$ cat src/rtl/bdpc_pkg.sv
// shared types and constants of the button debounce press classifier
`default_nettype none

package bdpc_pkg;

  localparam int SLOTS       = 4;
  localparam int LEVEL_W     = 8;
  localparam int THRESH_W    = 7;
  localparam int TICKS_W     = 16;
  localparam int COUNT_W     = 16;
  localparam int CFG_INDEX_W = 2;
  localparam int CFG_DATA_W  = 16;

  localparam logic [CFG_INDEX_W-1:0] REG_ACK_LEVEL        = 2'd0;
  localparam logic [CFG_INDEX_W-1:0] REG_MAX_LEVEL        = 2'd1;
  localparam logic [CFG_INDEX_W-1:0] REG_MIN_LEVEL        = 2'd2;
  localparam logic [CFG_INDEX_W-1:0] REG_LONG_PRESS_TICKS = 2'd3;

  typedef struct packed {
    logic [THRESH_W-1:0]       ack_level;
    logic [THRESH_W-1:0]       max_level;
    logic signed [LEVEL_W-1:0] min_level;
    logic [TICKS_W-1:0]        long_press_ticks;
  } lane_cfg_t;

  typedef struct packed {
    logic               short_ev;
    logic               long_ev;
    logic               tracking;
    logic [COUNT_W-1:0] short_count;
    logic [COUNT_W-1:0] long_count;
  } lane_res_t;

endpackage

`default_nettype wire

$ cat src/rtl/bdpc_if.sv
// tick and result channel interfaces
`default_nettype none

interface bdpc_tick_if;
  logic       valid;
  logic       ready;
  logic [3:0] edge_mask;
  logic [3:0] pin_levels;

  modport source (output valid, output edge_mask, output pin_levels, input ready);
  modport sink (input valid, input edge_mask, input pin_levels, output ready);
endinterface

interface bdpc_result_if;
  logic        valid;
  logic        ready;
  logic [3:0]  short_event_mask;
  logic [3:0]  long_event_mask;
  logic        any_tracking;
  logic [15:0] short_count_a;
  logic [15:0] short_count_b;
  logic [15:0] short_count_c;
  logic [15:0] short_count_d;
  logic [15:0] long_count_a;
  logic [15:0] long_count_b;
  logic [15:0] long_count_c;
  logic [15:0] long_count_d;

  modport source (
    output valid, output short_event_mask, output long_event_mask, output any_tracking,
    output short_count_a, output short_count_b, output short_count_c, output short_count_d,
    output long_count_a, output long_count_b, output long_count_c, output long_count_d,
    input ready
  );
  modport sink (
    input valid, input short_event_mask, input long_event_mask, input any_tracking,
    input short_count_a, input short_count_b, input short_count_c, input short_count_d,
    input long_count_a, input long_count_b, input long_count_c, input long_count_d,
    output ready
  );
endinterface

`default_nettype wire

$ cat src/rtl/bdpc_lane.sv
// per-button lane: level integrator, press timer and press counters
`default_nettype none

module bdpc_lane (
  input  wire logic              clk,
  input  wire logic              rst,
  input  wire bdpc_pkg::lane_cfg_t cfg,
  input  wire logic              upd,
  input  wire logic              edge_bit,
  input  wire logic              pin_bit,
  output bdpc_pkg::lane_res_t    res
);
  import bdpc_pkg::*;

  logic                      tracking;
  logic                      acknowledged;
  logic signed [LEVEL_W-1:0] level;
  logic [TICKS_W-1:0]        press_ticks;
  logic [COUNT_W-1:0]        short_count;
  logic [COUNT_W-1:0]        long_count;

  logic                      tracking_next;
  logic                      acknowledged_next;
  logic signed [LEVEL_W-1:0] level_next;
  logic [TICKS_W-1:0]        press_ticks_next;
  logic [COUNT_W-1:0]        short_count_next;
  logic [COUNT_W-1:0]        long_count_next;

  logic                      start;
  logic                      cur_trk;
  logic signed [LEVEL_W-1:0] cur_level;
  logic [TICKS_W-1:0]        cur_ticks;
  logic [TICKS_W-1:0]        ticks_inc;
  logic signed [LEVEL_W:0]   lvl_step;
  logic signed [LEVEL_W:0]   lvl_clamp;
  logic signed [LEVEL_W:0]   ack_ext;
  logic signed [LEVEL_W:0]   max_ext;
  logic signed [LEVEL_W:0]   min_ext;
  logic                      hit_ack;
  logic                      above_max;
  logic                      ends;
  logic                      ack_set;
  logic                      is_long;
  logic                      short_ev;
  logic                      long_ev;

  // an edge on an idle button restarts the integrator and timer
  assign start     = edge_bit && !tracking;
  assign cur_trk   = tracking || edge_bit;
  assign cur_level = start ? '0 : level;
  assign cur_ticks = start ? '0 : press_ticks;

  assign ack_ext = $signed({2'b00, cfg.ack_level});
  assign max_ext = $signed({2'b00, cfg.max_level});
  assign min_ext = $signed({cfg.min_level[LEVEL_W-1], cfg.min_level});

  always_comb begin
    if (pin_bit) begin
      lvl_step = $signed({cur_level[LEVEL_W-1], cur_level}) - 9'sd1;
    end else begin
      lvl_step = $signed({cur_level[LEVEL_W-1], cur_level}) + 9'sd1;
    end
  end

  assign ticks_inc = (cur_ticks != {TICKS_W{1'b1}}) ? cur_ticks + 1'b1 : cur_ticks;
  assign hit_ack   = lvl_step >= ack_ext;
  assign above_max = lvl_step > max_ext;
  assign ends      = !above_max && (lvl_step < min_ext);
  assign ack_set   = acknowledged || hit_ack;
  assign is_long   = ticks_inc > cfg.long_press_ticks;
  assign lvl_clamp = above_max ? max_ext : lvl_step;
  assign short_ev  = cur_trk && ends && ack_set && !is_long;
  assign long_ev   = cur_trk && ends && ack_set && is_long;

  always_comb begin
    tracking_next     = tracking;
    acknowledged_next = acknowledged;
    level_next        = level;
    press_ticks_next  = press_ticks;
    short_count_next  = short_count + COUNT_W'(short_ev);
    long_count_next   = long_count + COUNT_W'(long_ev);
    if (cur_trk) begin
      tracking_next     = !ends;
      acknowledged_next = ends ? 1'b0 : ack_set;
      press_ticks_next  = ticks_inc;
      // saturate the stored level to its signed width
      if (lvl_clamp < -9'sd128) begin
        level_next = -8'sd128;
      end else if (lvl_clamp > 9'sd127) begin
        level_next = 8'sd127;
      end else begin
        level_next = lvl_clamp[LEVEL_W-1:0];
      end
    end
  end

  always_ff @(posedge clk) begin
    if (rst) begin
      tracking     <= 1'b0;
      acknowledged <= 1'b0;
      level        <= '0;
      press_ticks  <= '0;
      short_count  <= '0;
      long_count   <= '0;
    end else if (upd) begin
      tracking     <= tracking_next;
      acknowledged <= acknowledged_next;
      level        <= level_next;
      press_ticks  <= press_ticks_next;
      short_count  <= short_count_next;
      long_count   <= long_count_next;
    end
  end

  assign res.short_ev    = short_ev;
  assign res.long_ev     = long_ev;
  assign res.tracking    = tracking_next;
  assign res.short_count = short_count_next;
  assign res.long_count  = long_count_next;

  a_idle_not_acked: assert property (@(posedge clk) disable iff (rst)
    !tracking |-> !acknowledged)
    else $error("acknowledged set on an idle button");

  a_event_needs_ack: assert property (@(posedge clk) disable iff (rst)
    upd && (res.short_ev || res.long_ev) |-> (acknowledged || hit_ack) && !res.tracking)
    else $error("press event without acknowledge or while still tracking");

  a_ticks_after_tracked: assert property (@(posedge clk) disable iff (rst)
    upd && tracking |=> press_ticks != '0)
    else $error("press timer zero after a tracked tick");

endmodule

`default_nettype wire

$ cat src/rtl/bdpc_merge.sv
// merges lane results into the registered result item
`default_nettype none

module bdpc_merge (
  input  wire logic              clk,
  input  wire logic              rst,
  input  wire logic              load,
  input  wire bdpc_pkg::lane_res_t lane_res [bdpc_pkg::SLOTS],
  output logic                   take_ok,
  bdpc_result_if.source          result
);
  import bdpc_pkg::*;

  logic               valid;
  logic [SLOTS-1:0]   short_mask;
  logic [SLOTS-1:0]   long_mask;
  logic [SLOTS-1:0]   trk_mask;
  logic [SLOTS-1:0]   short_mask_q;
  logic [SLOTS-1:0]   long_mask_q;
  logic               any_q;
  logic [COUNT_W-1:0] short_q [SLOTS];
  logic [COUNT_W-1:0] long_q [SLOTS];

  always_comb begin
    for (int b = 0; b < SLOTS; b++) begin
      short_mask[b] = lane_res[b].short_ev;
      long_mask[b]  = lane_res[b].long_ev;
      trk_mask[b]   = lane_res[b].tracking;
    end
  end

  // output register frees as the held result is taken
  assign take_ok = !valid || result.ready;

  always_ff @(posedge clk) begin
    if (rst) begin
      valid <= 1'b0;
    end else if (load) begin
      valid <= 1'b1;
    end else if (result.ready) begin
      valid <= 1'b0;
    end
  end

  always_ff @(posedge clk) begin
    if (load) begin
      short_mask_q <= short_mask;
      long_mask_q  <= long_mask;
      any_q        <= |trk_mask;
      for (int b = 0; b < SLOTS; b++) begin
        short_q[b] <= lane_res[b].short_count;
        long_q[b]  <= lane_res[b].long_count;
      end
    end
  end

  assign result.valid            = valid;
  assign result.short_event_mask = short_mask_q;
  assign result.long_event_mask  = long_mask_q;
  assign result.any_tracking     = any_q;
  assign result.short_count_a    = short_q[0];
  assign result.short_count_b    = short_q[1];
  assign result.short_count_c    = short_q[2];
  assign result.short_count_d    = short_q[3];
  assign result.long_count_a     = long_q[0];
  assign result.long_count_b     = long_q[1];
  assign result.long_count_c     = long_q[2];
  assign result.long_count_d     = long_q[3];

  a_load_gives_valid: assert property (@(posedge clk) disable iff (rst)
    load |=> valid)
    else $error("accepted request produced no result");

  a_load_only_when_free: assert property (@(posedge clk) disable iff (rst)
    load |-> take_ok)
    else $error("result overwritten before taken");

  a_events_disjoint: assert property (@(posedge clk) disable iff (rst)
    valid |-> (short_mask_q & long_mask_q) == '0)
    else $error("button reported as short and long at once");

endmodule

`default_nettype wire

$ cat src/rtl/button_debounce_press_classifier_core.sv
// top level: one lane per button, result register, configuration registers
// latency: a result is valid the cycle after its request is accepted
// throughput: one request per cycle while results are taken; lanes update on each accepted request
// a held result blocks requests until it is taken, one enters in that same cycle
// reset (rst, synchronous): all button state and counters clear, registers
// return to ack 20, max 50, min 0, long press 1000 ticks
`default_nettype none

module button_debounce_press_classifier_core #(
  parameter int NUM_BUTTONS = 4
) (
  input  wire logic                             clk,
  input  wire logic                             rst,
  input  wire logic                             cfg_we,
  input  wire logic [bdpc_pkg::CFG_INDEX_W-1:0] cfg_index,
  input  wire logic [bdpc_pkg::CFG_DATA_W-1:0]  cfg_data,
  bdpc_tick_if.sink                             tick,
  bdpc_result_if.source                         result
);
  import bdpc_pkg::*;

  lane_cfg_t cfg;
  lane_res_t lane_res [SLOTS];
  logic      take_ok;
  logic      accept;

  always_ff @(posedge clk) begin
    if (rst) begin
      cfg.ack_level        <= THRESH_W'(20);
      cfg.max_level        <= THRESH_W'(50);
      cfg.min_level        <= '0;
      cfg.long_press_ticks <= TICKS_W'(1000);
    end else if (cfg_we) begin
      unique case (cfg_index)
        REG_ACK_LEVEL:        cfg.ack_level        <= cfg_data[THRESH_W-1:0];
        REG_MAX_LEVEL:        cfg.max_level        <= cfg_data[THRESH_W-1:0];
        REG_MIN_LEVEL:        cfg.min_level        <= $signed(cfg_data[LEVEL_W-1:0]);
        REG_LONG_PRESS_TICKS: cfg.long_press_ticks <= cfg_data[TICKS_W-1:0];
      endcase
    end
  end

  assign tick.ready = take_ok;
  assign accept     = tick.valid && take_ok;

  for (genvar b = 0; b < SLOTS; b++) begin : g_lane
    if (b < NUM_BUTTONS) begin : g_live
      bdpc_lane u_lane (
        .clk      (clk),
        .rst      (rst),
        .cfg      (cfg),
        .upd      (accept),
        .edge_bit (tick.edge_mask[b]),
        .pin_bit  (tick.pin_levels[b]),
        .res      (lane_res[b])
      );
    end else begin : g_unused
      assign lane_res[b] = '0;
    end
  end

  bdpc_merge u_merge (
    .clk      (clk),
    .rst      (rst),
    .load     (accept),
    .lane_res (lane_res),
    .take_ok  (take_ok),
    .result   (result)
  );

endmodule

`default_nettype wire
$ cat src/flat_wrapper.sv
// flat-port wrapper written by rule: the top's interface ports become plain ports
module button_debounce_press_classifier_core_flat import bdpc_pkg::*;
#(
  parameter int NUM_BUTTONS = 4
)
  (clk, rst, cfg_we, cfg_index, cfg_data, tick_valid, tick_edge_mask, tick_pin_levels, tick_ready, result_valid, result_short_event_mask, result_long_event_mask, result_any_tracking, result_short_count_a, result_short_count_b, result_short_count_c, result_short_count_d, result_long_count_a, result_long_count_b, result_long_count_c, result_long_count_d, result_ready);
  bdpc_tick_if tick_i ();
  bdpc_result_if result_i ();
  input  wire logic clk;
  input  wire logic rst;
  input  wire logic cfg_we;
  input  wire logic [bdpc_pkg::CFG_INDEX_W-1:0] cfg_index;
  input  wire logic [bdpc_pkg::CFG_DATA_W-1:0] cfg_data;
  input wire logic [$bits(tick_i.valid)-1:0] tick_valid;
  input wire logic [$bits(tick_i.edge_mask)-1:0] tick_edge_mask;
  input wire logic [$bits(tick_i.pin_levels)-1:0] tick_pin_levels;
  output wire logic [$bits(tick_i.ready)-1:0] tick_ready;
  output wire logic [$bits(result_i.valid)-1:0] result_valid;
  output wire logic [$bits(result_i.short_event_mask)-1:0] result_short_event_mask;
  output wire logic [$bits(result_i.long_event_mask)-1:0] result_long_event_mask;
  output wire logic [$bits(result_i.any_tracking)-1:0] result_any_tracking;
  output wire logic [$bits(result_i.short_count_a)-1:0] result_short_count_a;
  output wire logic [$bits(result_i.short_count_b)-1:0] result_short_count_b;
  output wire logic [$bits(result_i.short_count_c)-1:0] result_short_count_c;
  output wire logic [$bits(result_i.short_count_d)-1:0] result_short_count_d;
  output wire logic [$bits(result_i.long_count_a)-1:0] result_long_count_a;
  output wire logic [$bits(result_i.long_count_b)-1:0] result_long_count_b;
  output wire logic [$bits(result_i.long_count_c)-1:0] result_long_count_c;
  output wire logic [$bits(result_i.long_count_d)-1:0] result_long_count_d;
  input wire logic [$bits(result_i.ready)-1:0] result_ready;
  assign tick_i.valid = tick_valid;
  assign tick_i.edge_mask = tick_edge_mask;
  assign tick_i.pin_levels = tick_pin_levels;
  assign tick_ready = tick_i.ready;
  assign result_valid = result_i.valid;
  assign result_short_event_mask = result_i.short_event_mask;
  assign result_long_event_mask = result_i.long_event_mask;
  assign result_any_tracking = result_i.any_tracking;
  assign result_short_count_a = result_i.short_count_a;
  assign result_short_count_b = result_i.short_count_b;
  assign result_short_count_c = result_i.short_count_c;
  assign result_short_count_d = result_i.short_count_d;
  assign result_long_count_a = result_i.long_count_a;
  assign result_long_count_b = result_i.long_count_b;
  assign result_long_count_c = result_i.long_count_c;
  assign result_long_count_d = result_i.long_count_d;
  assign result_i.ready = result_ready;
  button_debounce_press_classifier_core #(.NUM_BUTTONS(NUM_BUTTONS)) u_core (.clk(clk), .rst(rst), .cfg_we(cfg_we), .cfg_index(cfg_index), .cfg_data(cfg_data), .tick(tick_i), .result(result_i));
endmodule
$ cat config.mk
export PLATFORM = sky130hd
export DESIGN_NAME = button_debounce_press_classifier_core_flat
export DESIGN_NICKNAME = d
export VERILOG_FILES = /design/src/rtl/bdpc_pkg.sv /design/src/rtl/bdpc_if.sv /design/src/rtl/bdpc_lane.sv /design/src/rtl/bdpc_merge.sv /design/src/rtl/button_debounce_press_classifier_core.sv /design/src/flat_wrapper.sv
export SDC_FILE = /design/constraint.sdc
export NUM_CORES = 1
export LEC_CHECK = 0
export ABC_AREA = 1
export BUFFER_PORTS_ARGS = -buffer_cell sky130_fd_sc_hd__buf_4
export CAP_MARGIN = 20
export CORE_ASPECT_RATIO = 1.75
export CORE_MARGIN = 2
export CORE_UTILIZATION = 52
export DETAILED_ROUTE_END_ITERATION = 8
export PLACE_DENSITY = 0.73
export SYNTH_ARGS = -nofsm -noshare
export SYNTH_HDL_FRONTEND = slang
export SYNTH_SLANG_ARGS = --single-unit
$ cat constraint.sdc
create_clock -name clk -period 6.4 [get_ports clk]
set_input_delay 1.28 -clock clk [delete_from_list [all_inputs] [get_ports clk]]
set_output_delay 1.28 -clock clk [all_outputs]
set_load 0.02 [all_outputs]
* Yosys cells after proc, flatten, opt, wreduce, memory -nomap -nowiden *
Memories as Yosys holds them, arrays and structs flattened.
Cells that the tools add are included.

cells by class
  $lt $le $gt $ge = 24
  mux-type cells = 40
  add/subtract/negate cells = 20
  reduce and logical (&&, ||, !) cells = 62
  equality and inequality tests = 7

operators with widths
  kind                                                           number
  adder 16 x 1 -> 16 bit                                         8
  two-way mux 16 bit                                             8
  two-way mux 8 bit                                              12
  two-way mux 9 bit                                              8
  adder 16 x 1 -> 16 bit, second input constant                  4
  greater-than comparator 16 bit                                 4
  inequality test 16 bit, second input constant                  4
  adder 8 x 2 -> 9 bit, second input constant                    4
  >= comparator 9 x 8 -> 1 bit                                   4
  greater-than comparator 9 x 8 -> 1 bit                         4
  greater-than comparator 9 x 8 -> 1 bit, second input constant  4
  less-than comparator 9 x 8 -> 1 bit                            4
  less-than comparator 9 x 8 -> 1 bit, second input constant     4
  subtractor 8 x 2 -> 9 bit, second input constant               4
  logical AND 1 bit                                              25
  logical NOT 1 bit                                              17
  AND reduction 2 bit                                            8
  two-way mux 1 bit                                              12
  logical OR 1 bit                                               9
  equality test 2 bit, second input constant                     2
  OR reduction 4 bit                                             1
  equality test 2 x 1 -> 1 bit, second input constant            1
  logical NOT 2 bit                                              1
  nonzero test 2 bit                                             1

storage, ports and cells
  register bits after elaboration = 280
  word-level logic and storage cells = 187
  memory bits (writable) = 128
  memories kept = 2
  input port bits = 31
  output and inout port bits = 139

memory list
  memory                  words  bits a word  rd ports  clocked after memory_dff  write ports  line              text
  u_core.u_merge.long_q   4      16           4         0                         4            bdpc_merge.sv:22  logic [COUNT_W-1:0] long_q [SLOTS];
  u_core.u_merge.short_q  4      16           4         0                         4            bdpc_merge.sv:21  logic [COUNT_W-1:0] short_q [SLOTS];

* Logic depth before layout (Yosys ltp) *
Gate-level depths: netlist of run 1.

  word-level depth = 12
  gate-level depth with buffers = 35
  gate-level depth less buffers = 35

* By module *
Synthesis of run 1 repeated with hierarchy kept, for this count alone.

second synthesis, totals
  cell total of the unflattened synthesis = 3402
  area, all modules = 25323.0 um^2

modules (own cells, without submodules)
  module                                          area an instance (um^2)  instances  sequential area each (um^2)  cells each
  bdpc_lane (u_core.g_lane[0].g_live.u_lane ...)  4913.5                   2          1161.1                       761
  bdpc_lane (u_core.g_lane[1].g_live.u_lane)      4895.9                   1          1161.1                       756
  bdpc_lane (u_core.g_lane[3].g_live.u_lane)      4893.4                   1          1161.1                       750
  bdpc_merge                                      4167.7                   1          4134.0                       145
  button_debounce_press_classifier_core           1539.0                   1          760.7                        229

* Least setup slack after synthesis of run 1 *
OpenSTA, ideal clock, no wires.

  path type = input -> register
  start point = input port result_ready
  end point = memory u_core.u_merge.long_q[0][0], enable pin
  stages = 7
  buffers on the path = 3
  library setup time = 0.555 ns
  slack = -0.074 ns
  arrival time = 5.920 ns
  required time = 5.845 ns
  cell sequence = inv_1 > nand2_1 > nand2_1 > buf_6 > inv_1 > buf_2 > buf_1

RTL lines
  what         line                text
  from (decl)  flat_wrapper.sv:30  input wire logic [$bits(result_i.ready)-1:0] result_ready;
  to (decl)    bdpc_merge.sv:22

* Worst setup path in the final report of run 1 *
  start point = input port tick_edge_mask[1]
  end point = register u_core.g_lane[1].g_live.u_lane.long_count[14]

on the way
  elaborated cells between the ends (all ways) = 21
  those cells by class = add/sub: 4; order compare: 4; eq/ne: 1; mux: 4; reduce/logical: 8

RTL lines
  what                                                                     line                text
  from (decl)                                                              flat_wrapper.sv:15  input wire logic [$bits(tick_i.edge_mask)-1:0] tick_edge_mask;
  logical AND 1 bit (*)                                                    bdpc_lane.sv:48     assign start = edge_bit && !tracking;
  two-way mux 16 bit (*)                                                   bdpc_lane.sv:51     assign cur_ticks = start ? '0 : press_ticks;
  adder 16 x 1 -> 16 bit / inequality test 16 bit (equally long branches)  bdpc_lane.sv:65     assign ticks_inc = (cur_ticks != {TICKS_W{1'b1}}) ? cur_ticks + 1'b1 : cur_ticks;
  two-way mux 16 bit (*)                                                   bdpc_lane.sv:65
  net u_core.g_lane[1].g_live.u_lane.ticks_inc[15]                         bdpc_lane.sv:33     logic [TICKS_W-1:0] ticks_inc;
  greater-than comparator 16 bit (*)                                       bdpc_lane.sv:70     assign is_long = ticks_inc > cfg.long_press_ticks;
  logical AND 1 bit (*)                                                    bdpc_lane.sv:73     assign long_ev = cur_trk && ends && ack_set && is_long;
  net u_core.g_lane[1].g_live.u_lane.long_ev                               bdpc_lane.sv:45     logic long_ev;
  adder 16 x 1 -> 16 bit (*)                                               bdpc_lane.sv:81     long_count_next = long_count + COUNT_W'(long_ev);
  net u_core.g_lane[1].g_live.u_lane.long_count_next[14]                   bdpc_lane.sv:27     logic [COUNT_W-1:0] long_count_next;
  to (signal assigned)                                                     bdpc_lane.sv:111    long_count <= long_count_next;
  to (decl)                                                                bdpc_lane.sv:20     logic [COUNT_W-1:0] long_count;

Mark *: on every way through the listed nets, which the timed path passes. The rest lies on a longest branch.
A chain may end at the register's enable or synchronous reset.

==> impl_metrics.ini, run 1 <==
[drt]
drtIter0Drc = 1466
drc = 0
wl_per_cell_um = 16.2
via_per_inst = 5.40
drt_first_pass_iters = 5
routed_wl_um = 62900
num_vias = 20953
antenna_left = 0

[run_status]
status = complete, no violations

[yosys]
synth_top_cell_area_share = 0.224
syn-cell-area_um2 = 24200
ys_types = 50
synth_area_leaders = dfxtp_1 22%, edfxtp_1 17%, ha_1 10%, inv_1 8.3%, nand2_1 7.4%
ys_seq_area_frac = 0.394
synth_edf_count = 137
yosys_warnings = 0
synth_top_cell_by_area = dfxtp_1
syn_inst = 3113
async_reset_ff_frac = 0
syn_area_per_cell_um2 = 7.77
synthFlopType = dfxtp_1
ys_ff_latch = 408
synth_fp_nets = 3348

[global_route]
grt_pass1_vias = 20724
antenna_found_initial = 0
track_usage = 0.256
grt_pass1_wl_um = 101000
grt_max_degree = 126
use_met1 = 0.266
grt.overflow.total = 0
busiest_layer = met2
grt_use_met3 = 0.0275
met2_usage = 0.490

[finish]
drive_gt1_frac = 0.109
nets = 3502
antenna_cells = 0
layout_common_cells = 533 x inv_1, 475 x nand2_1, 301 x nor2_1
syn_to_final_growth_pct = 13.0
final_common_cell = inv_1
post-route-util = 0.595
multiInputGateArea_um2 = 12200
fillCellCount = 4114
seqCellArea_um2 = 9540
fin_cells = 3881

[sta]
min_period_over_period = 0.917
hold_viol = 0
period_needed_ps = 5870
max_freq_mhz = 170
setup_violations = 0
finalSetupTns_ps = 0
worst_pin_slew_ps = 1040
hold-worst-slack_ps = 467
slew_headroom = 0.305
rsz0062_at_grt = no
finClkSkew_ps = 18.7
timing.final.max_slew_violations = 0

[die]
die_w_um = 167
initial_utilization = 0.527
fp.dieArea_um2 = 48300
core_um2 = 45900
placementRows = 104
die_h_um = 289
num_io_pins = 170

[power_and_ir_drop]
p_leak_nw = 13.4
powerDensity_nw_per_um2 = 252
power_w = 0.00689
peakVddDrop_uv = 249

[clock_network]
clockBufferDepth = 3
holdBufCountCts = 0
cts_tree = built
cts_max_level = 2
cts_made_buffers = 40
clkTransAtPathRegs_ps = 60
clock_latency_ps = 550
clock-sinks = 408
cts_root_buf = clkbuf_16

[critical_path]
critPathMaxStageDelay_ps = 530
cp_max_fo = 11
arrival_ps = 6360
critPathRequiredTime_ps = 6890
critPathKind = in2reg
cp_slowest_cell = nand3b_1
reg2reg_slack_ps = 1010
startpoint_type = input port
critPathCaptureType = register

[job]
cap_viol_max_count = 0

[place]
portBuffers = 169
place_congestion = 0.933
dpl.hpwl_um = 47500
dp.cells = 3806

[worst_hold_path]
hp-class = reg2reg
==> cell usage after synthesis (4+ instances only) <==
master    count
a31oi_1       5
nor4_1        6
nand3_1     183
a211oi_1     18
nand2_2      14
o21ai_1      27
buf_6         5
nand2_1     476
a21oi_2       4
nand2_4      11
a21oi_1     255
o21bai_1     26
inv_2         9
clkbuf_1     53
nor2_1      301
a21o_1       10
xnor2_1      22
buf_2        17
o21ai_0     207
nor3_1       37
nor2_2       14
buf_1        10
nand4_1      27
nand3_2       7
nand3b_1      7
fa_1          4
o211ai_1      8
ha_1        200
edfxtp_1    137
nor2_4        8
o21a_1        5
inv_1       534
nor3_2       14
xor2_1      153
and3_1        4
dfxtp_1     271
==> report_power, final <==
part           switching (W)  leakage (nW)  internal (W)
clock network        0.00102         0.622       0.00126
registers           0.000119          3.61       0.00290
logic                0.00103          9.13      0.000562
==> area by class of cell <==
| class | count | share of cell area |
|---|---|---|
| multi-input cells | 2072 | 0.447 |
| flip-flops and latches | 408 | 0.349 |
| inverters | 545 | 0.0750 |
| repair buffers | 200 | 0.0562 |
| clock buffers | 54 | 0.0400 |
| well taps | 583 | 0.0267 |
| clock inverters | 19 | 0.00599 |
==> routing by layer <==
| layer | routed length, um | part of all wire |
|---|---|---|
| met1 | 23100 | 0.37 |
| met5 | 0 | 0 |
| met2 | 32900 | 0.52 |
| met4 | 4050 | 0.064 |
| met3 | 2880 | 0.046 |
==> flip-flops by register name, indices dropped and copies added (netlist names) <==
register,count
u_core.u_merge.result.any_tracking,1
u_core.u_merge.result.valid,1
u_core.g_lane.g_live.u_lane.short_count,64
u_core.g_lane.g_live.u_lane.level,32
u_core.g_lane.g_live.u_lane.acknowledged,4
u_core.u_merge.long_q,64
u_core.u_merge.result.long_event_mask,4
u_core.u_merge.short_q,64
u_core.u_merge.result.short_event_mask,4
u_core.g_lane.g_live.u_lane.tracking,4
u_core.g_lane.g_live.u_lane.long_count,64
u_core.g_lane.g_live.u_lane.press_ticks,64
u_core.cfg,38
==> worst max-delay path: cells and delay by family <==
family                   cells  cell delay (ps)
AO/OA/AOI/OAI                3              380
buffers and inverters        3              310
XOR/XNOR                     1              200
adder cells (fa/ha/maj)      4              940
AND/OR/NAND/NOR             15             3270
==> metrics by stage <==
stage                     setup slack, ps  cell area (um2)
after detailed placement             -102            26000
after global placement              -16.1            26000
after floorplan                       261            24200
after global routing                 2.47            27400
after CTS                             491            27300
final                                 529            27400
==> cells by family (layout without fill, tap and decap cells) <==
logic type      after synthesis  count (layout)  synth area share
fa+ha+maj                   204             204             0.107
buf+inv                     633             818             0.101
simple gates               1122            1122             0.208
xor+xnor                    175             175            0.0633
compound gates              571             571             0.127
flops                       408             408             0.394
==> worst paths after layout <==
kind                                      startpoint                                            end  cells past startpoint
max                                tick_edge_mask[1]  u_core.g_lane[1].g_live.u_lane.long_count[14]                     26
max reg2reg  u_core.g_lane[3].g_live.u_lane.tracking  u_core.g_lane[3].g_live.u_lane.long_count[14]                     30
min          u_core.g_lane[2].g_live.u_lane.level[6]        u_core.g_lane[2].g_live.u_lane.level[6]                      2
min reg2reg  u_core.g_lane[2].g_live.u_lane.level[6]        u_core.g_lane[2].g_live.u_lane.level[6]                      2
==> repair_timing <==
item,4_1_cts,5_1_grt
setup buffers,0,0
endpoints found under the setup margin,0,5
gates resized for setup,0,3
No activity file was read; power rests on OpenSTA's default activity.
==> inputs of run 2 (changes only) <==
- PLACE_DENSITY: 0.73 -> 0.7
- RECOVER_POWER: default -> 50
- clock period: 6.4 -> 6.3 ns (I/O delays scaled with it)
==> run 2 against run 1 <==
Compared with the run above:
- the flow now finishes with violations (capacitance limit, slew limit)
- sequential cell count stayed put
- clock power is 8.8% higher
- clock-buffer cell count is 2 lower
- via count hardly changed
- critical path type unchanged
- critical endpoint unchanged
==> impl_metrics.ini, run 2 (synthesized netlist as in run 1, its figures left out) <==
[sta]
hold_viol = 0
timing.final.max_slew_violations = 410
setup_violations = 0
slew_headroom = -1.42
finClkSkew_ps = 16.4
period_needed_ps = 5830
max_freq_mhz = 172
hold-worst-slack_ps = 468
worst_pin_slew_ps = 3620
min_period_over_period = 0.925
rsz0062_at_grt = no

[global_route]
grt_max_degree = 102
antenna_found_initial = 0
track_usage = 0.252
grt.overflow.total = 0
grt_pass1_wl_um = 99200
grt_pass1_vias = 20255

[critical_path]
reg2reg_slack_ps = 950
cp_max_fo = 12
worstSetupStartpoint = tick_edge_mask[1]
r2r_start = u_core.g_lane[1].g_live.u_lane.tracking
startpoint_type = input port
critPathKind = in2reg
critPathRequiredTime_ps = 6790
critPathCaptureType = register
arrival_ps = 6320

[drt]
drc = 0
drt_first_pass_iters = 6
antenna_left = 0
routed_wl_um = 62800
drtIter0Drc = 1572
wl_per_cell_um = 16.2
num_vias = 20937
via_per_inst = 5.39

[power_and_ir_drop]
seq_power_share = 0.431
power_frac_clock = 0.349
intPower_w = 0.00489
combPwrFrac = 0.220
powerDensity_nw_per_um2 = 264
swShare = 0.311
p_sw_w = 0.00221
peakVddDrop_uv = 343
p_leak_nw = 12.9

[worst_hold_path]
min_from = u_core.g_lane[3].g_live.u_lane.level[3]
hp-class = reg2reg

[die]
die_w_um = 167
die_h_um = 289
fp.dieArea_um2 = 48300
initial_utilization = 0.527
core_um2 = 45900
placementRows = 104
num_io_pins = 170

[clock_network]
clockBufferDepth = 3
clock-sinks = 408
cts_made_buffers = 40
clock_latency_ps = 560
clkTransAtPathRegs_ps = 70
holdBufCountCts = 0
cts_tree = built
post_cts_buffers = 0
cts_root_buf = clkbuf_16
cts_max_level = 2

[finish]
fillCellCount = 4242
drive_gt1_frac = 0.0658
layout_common_cells = 534 x inv_1, 476 x nand2_1, 302 x nor2_1
seqCellArea_um2 = 9540
post-route-util = 0.585
final_common_cell = inv_1
antenna_cells = 0
multiInputGateArea_um2 = 12200
syn_to_final_growth_pct = 11.1
nets = 3503
finish.instance_area_um2 = 26900

[run_status]
status = finished, violations left
violations = capacitance limit, slew limit

[place]
place_congestion = 0.963
dpl.hpwl_um = 46300
portBuffers = 169
dpl_cell_area_um2 = 26100

[job]
cap_viol_max_count = 5
-- run 2: power groups by stage --
| stage | Sequential, W | Clock [W] | Combinational [W] |
|---|---|---|---|
| 2_1_floorplan | 0.00319 | 0 | 0.00104 |
| 3_3_place_gp | 0.00311 | 0 | 0.00154 |
| 3_5_place_dp | 0.00312 | 0 | 0.00160 |
| 4_1_cts | 0.00306 | 0.00253 | 0.00160 |
| 5_1_grt | 0.00309 | 0.00262 | 0.00176 |
| 6_report | 0.00307 | 0.00248 | 0.00156 |
-- run 2: layer usage --
layer | GRT usage | share of wire | up-vias
li1 | - | - | 10409
met1 | 0.269 | 0.38 | 9735
met2 | 0.481 | 0.51 | 599
met3 | 0.0265 | 0.045 | 194
met4 | 0.141 | 0.058 | 0
met5 | 0 | 0 | -
-- run 2: timing repair --
action,CTS,global route
endpoints found under the setup margin,0,14
endpoints found under the hold margin,0,0
gates resized for setup,0,4
-- run 2: path summary, 6_finish.rpt --
kind / cells past startpoint / end
min: 2 / u_core.g_lane[3].g_live.u_lane.level[3]
min reg2reg: 2 / u_core.g_lane[3].g_live.u_lane.level[3]
max: 26 / u_core.g_lane[1].g_live.u_lane.long_count[14]
max reg2reg: 24 / u_core.g_lane[1].g_live.u_lane.long_count[14]
-- run 2: stage by stage --
step	std cells	total power [W]	TNS [ps]	setup WS [ps]
2_1_floorplan	3113	0.00423	0	181
3_3_place_gp	3808	0.00465	-178	-50.6
3_5_place_dp	3808	0.00472	-1280	-175
4_1_cts	3881	0.00720	0	381
5_1_grt	3882	0.00747	0	33.8
6_report	3882	0.00711	0	471
-- run 2: cell type report --
type	instances	share of cell area
Multi-Input combinational cell	2072	0.455
Sequential cell	408	0.355
Inverter	545	0.0762
Clock buffer	52	0.0416
Timing Repair Buffer	201	0.0370
Tap cell	583	0.0271
Clock inverter	21	0.00861
-- run 2: worst max-delay path, stage by stage --
cell and delay, ps:
buf_4 110, inv_1 60, nor2_4 380, nor2_1 190, ha_1 270, nand4_1 200, nand3b_1 410, nand2_1 160
ha_1 350, nand4_1 150, nor4_1 330, o21ai_0 170, nand2_1 80, o21ai_0 120, nor3_2 340, ha_1 250
ha_1 200, nand3_1 120, nor2_1 170, nand3_1 130, nor2_1 180, nand3_1 140, nor2_1 140, xor2_1 210
o21ai_0 100, inv_1 80
==> inputs of run 3 (changes only) <==
--- a/constraint.sdc
+++ b/constraint.sdc
@@ -3,2 +3,2 @@
 set_output_delay 1.26 -clock clk [all_outputs]
-set_load 0.02 [all_outputs]
+set_load 0.005 [all_outputs]
==> run 3 against run 2 <==
Compared with the run above:
- the flow still finishes with violations (capacitance limit, slew limit)
- first-iteration DRC count shrank 0.51%
- critical path depth is the same
- sequential cell count is the same
- register-to-register slack lost 40 ps
- clock-buffer cell count is the same
- worst setup slack lost 40 ps
- cell count is the same
- critical path type unchanged
- largest power group unchanged
- highest routed layer unchanged
==> impl_metrics.ini, run 3 (synthesized netlist as in run 1, its figures left out) <==
[drt]
drt_first_pass_iters = 6
wl_per_cell_um = 16.1
drtIter0Drc = 1564
antenna_left = 0
routed_wl_um = 62500
via_per_inst = 5.39
drc = 0
num_vias = 20935

[critical_path]
reg2reg_slack_ps = 910
critPathRequiredTime_ps = 6790
critPathCaptureType = register
startpoint_type = input port
critPathKind = in2reg
arrival_ps = 6360
cp_max_fo = 12

[finish]
layout_common_cells = 534 x inv_1, 476 x nand2_1, 302 x nor2_1
drive_gt1_frac = 0.102
syn_to_final_growth_pct = 12.9
nets = 3503
final_common_cell = inv_1
antenna_cells = 0
post-route-util = 0.595

[sta]
setup_violations = 0
slew_headroom = -1.38
finClkSkew_ps = 17.1
min_period_over_period = 0.932
finalSetupTns_ps = 0
period_needed_ps = 5870
hold_viol = 0
hold-worst-slack_ps = 467
max_freq_mhz = 170
timing.final.max_slew_violations = 410
rsz0062_at_grt = no
worst_pin_slew_ps = 3570

[global_route]
grt_max_degree = 102
grt_use_met3 = 0.0265
use_met1 = 0.269
antenna_found_initial = 0
track_usage = 0.252
grt.overflow.total = 0
grt_pass1_wl_um = 99200
met2_usage = 0.481
busiest_layer = met2
grt_pass1_vias = 20255

[clock_network]
cts_made_buffers = 40
cts_root_buf = clkbuf_16
cts_max_level = 2
cts-resized-gates = 0
clockBufferDepth = 3
clock-sinks = 408
clock_latency_ps = 560
holdBufCountCts = 0
post_cts_buffers = 0
cts_tree = built
clkTransAtPathRegs_ps = 70

[job]
cap_viol_max_count = 5

[run_status]
violations = capacitance limit, slew limit
status = finished, violations left

[die]
fp.dieArea_um2 = 48300
placementRows = 104
num_io_pins = 170
die_h_um = 289
initial_utilization = 0.527
die_w_um = 167
core_um2 = 45900

[power_and_ir_drop]
swShare = 0.302
combPwrFrac = 0.215
power_w = 0.00706
peakVddDrop_uv = 337
seq_power_share = 0.434
p_sw_w = 0.00213
powerDensity_nw_per_um2 = 258
power_frac_clock = 0.351
intPower_w = 0.00493
p_leak_nw = 13.3

[place]
place_congestion = 0.963
portBuffers = 169
dpl.hpwl_um = 46300

[worst_hold_path]
hp-class = reg2reg
==> run 3: cell counts in the layout (fill, tap and decap cells not counted) <==
Identical to the previous run, type by type.
==> run 3: power groups by stage <==
stage | sequential [W] | combinational [W] | clock (W)
after global routing | 0.00309 | 0.00172 | 0.00262
after detailed placement | 0.00312 | 0.00151 | 0
after floorplan | 0.00310 | 0.00104 | 0
after global placement | 0.00311 | 0.00145 | 0
final | 0.00307 | 0.00152 | 0.00248
after CTS | 0.00306 | 0.00152 | 0.00253
==> run 3: routing by layer <==
layer | vias to the layer above | routed length (um)
li1 | 10412 | -
met1 | 9729 | 23700
met5 | - | 0
met2 | 600 | 32300
met4 | 0 | 3680
met3 | 194 | 2810
==> run 3: cell type report <==
| type | instances | area [um2] |
|---|---|---|
| clock buffer | 52 | 1120 |
| clock inverter | 21 | 231 |
| fill | 4132 | 18600 |
| inverter | 545 | 2050 |
| multi-input combinational | 2072 | 12200 |
| sequential | 408 | 9540 |
| tap | 583 | 729 |
| timing repair buffer | 201 | 1440 |
==> run 3: metrics by stage <==
step / instance area, um2 / setup slack (ps) / std cells
finish: 27300 / 431 / 3882
global route: 27300 / 33.8 / 3882
CTS: 27400 / 381 / 3881
detailed placement: 26100 / -175 / 3808
global placement: 26100 / -50.6 / 3808
floorplan: 24200 / 323 / 3113
==> run 3: final timing paths <==
| path | start | endpoint | cells past startpoint |
|---|---|---|---|
| max | tick_edge_mask[1] | u_core.g_lane[1].g_live.u_lane.long_count[14] | 26 |
| min | u_core.g_lane[1].g_live.u_lane.level[1] | u_core.g_lane[1].g_live.u_lane.level[1] | 2 |
| max reg2reg | u_core.g_lane[1].g_live.u_lane.tracking | u_core.g_lane[1].g_live.u_lane.long_count[14] | 24 |
| min reg2reg | u_core.g_lane[1].g_live.u_lane.level[1] | u_core.g_lane[1].g_live.u_lane.level[1] | 2 |
==> run 3: critical path, stage by stage <==
cell      delay [ps]
buf_4            110
inv_1             60
nor2_4           390
nor2_1           180
ha_1             270
nand4_1          200
nand3b_1         410
nand2_1          170
ha_1             350
nand4_1          160
nor4_1           330
o21ai_0          170
nand2_1           80
o21ai_0          120
nor3_2           340
ha_1             250
ha_1             200
nand3_1          120
nor2_1           180
nand3_1          140
nor2_1           180
nand3_1          140
nor2_1           140
xor2_1           210
o21ai_0          100
inv_1             80
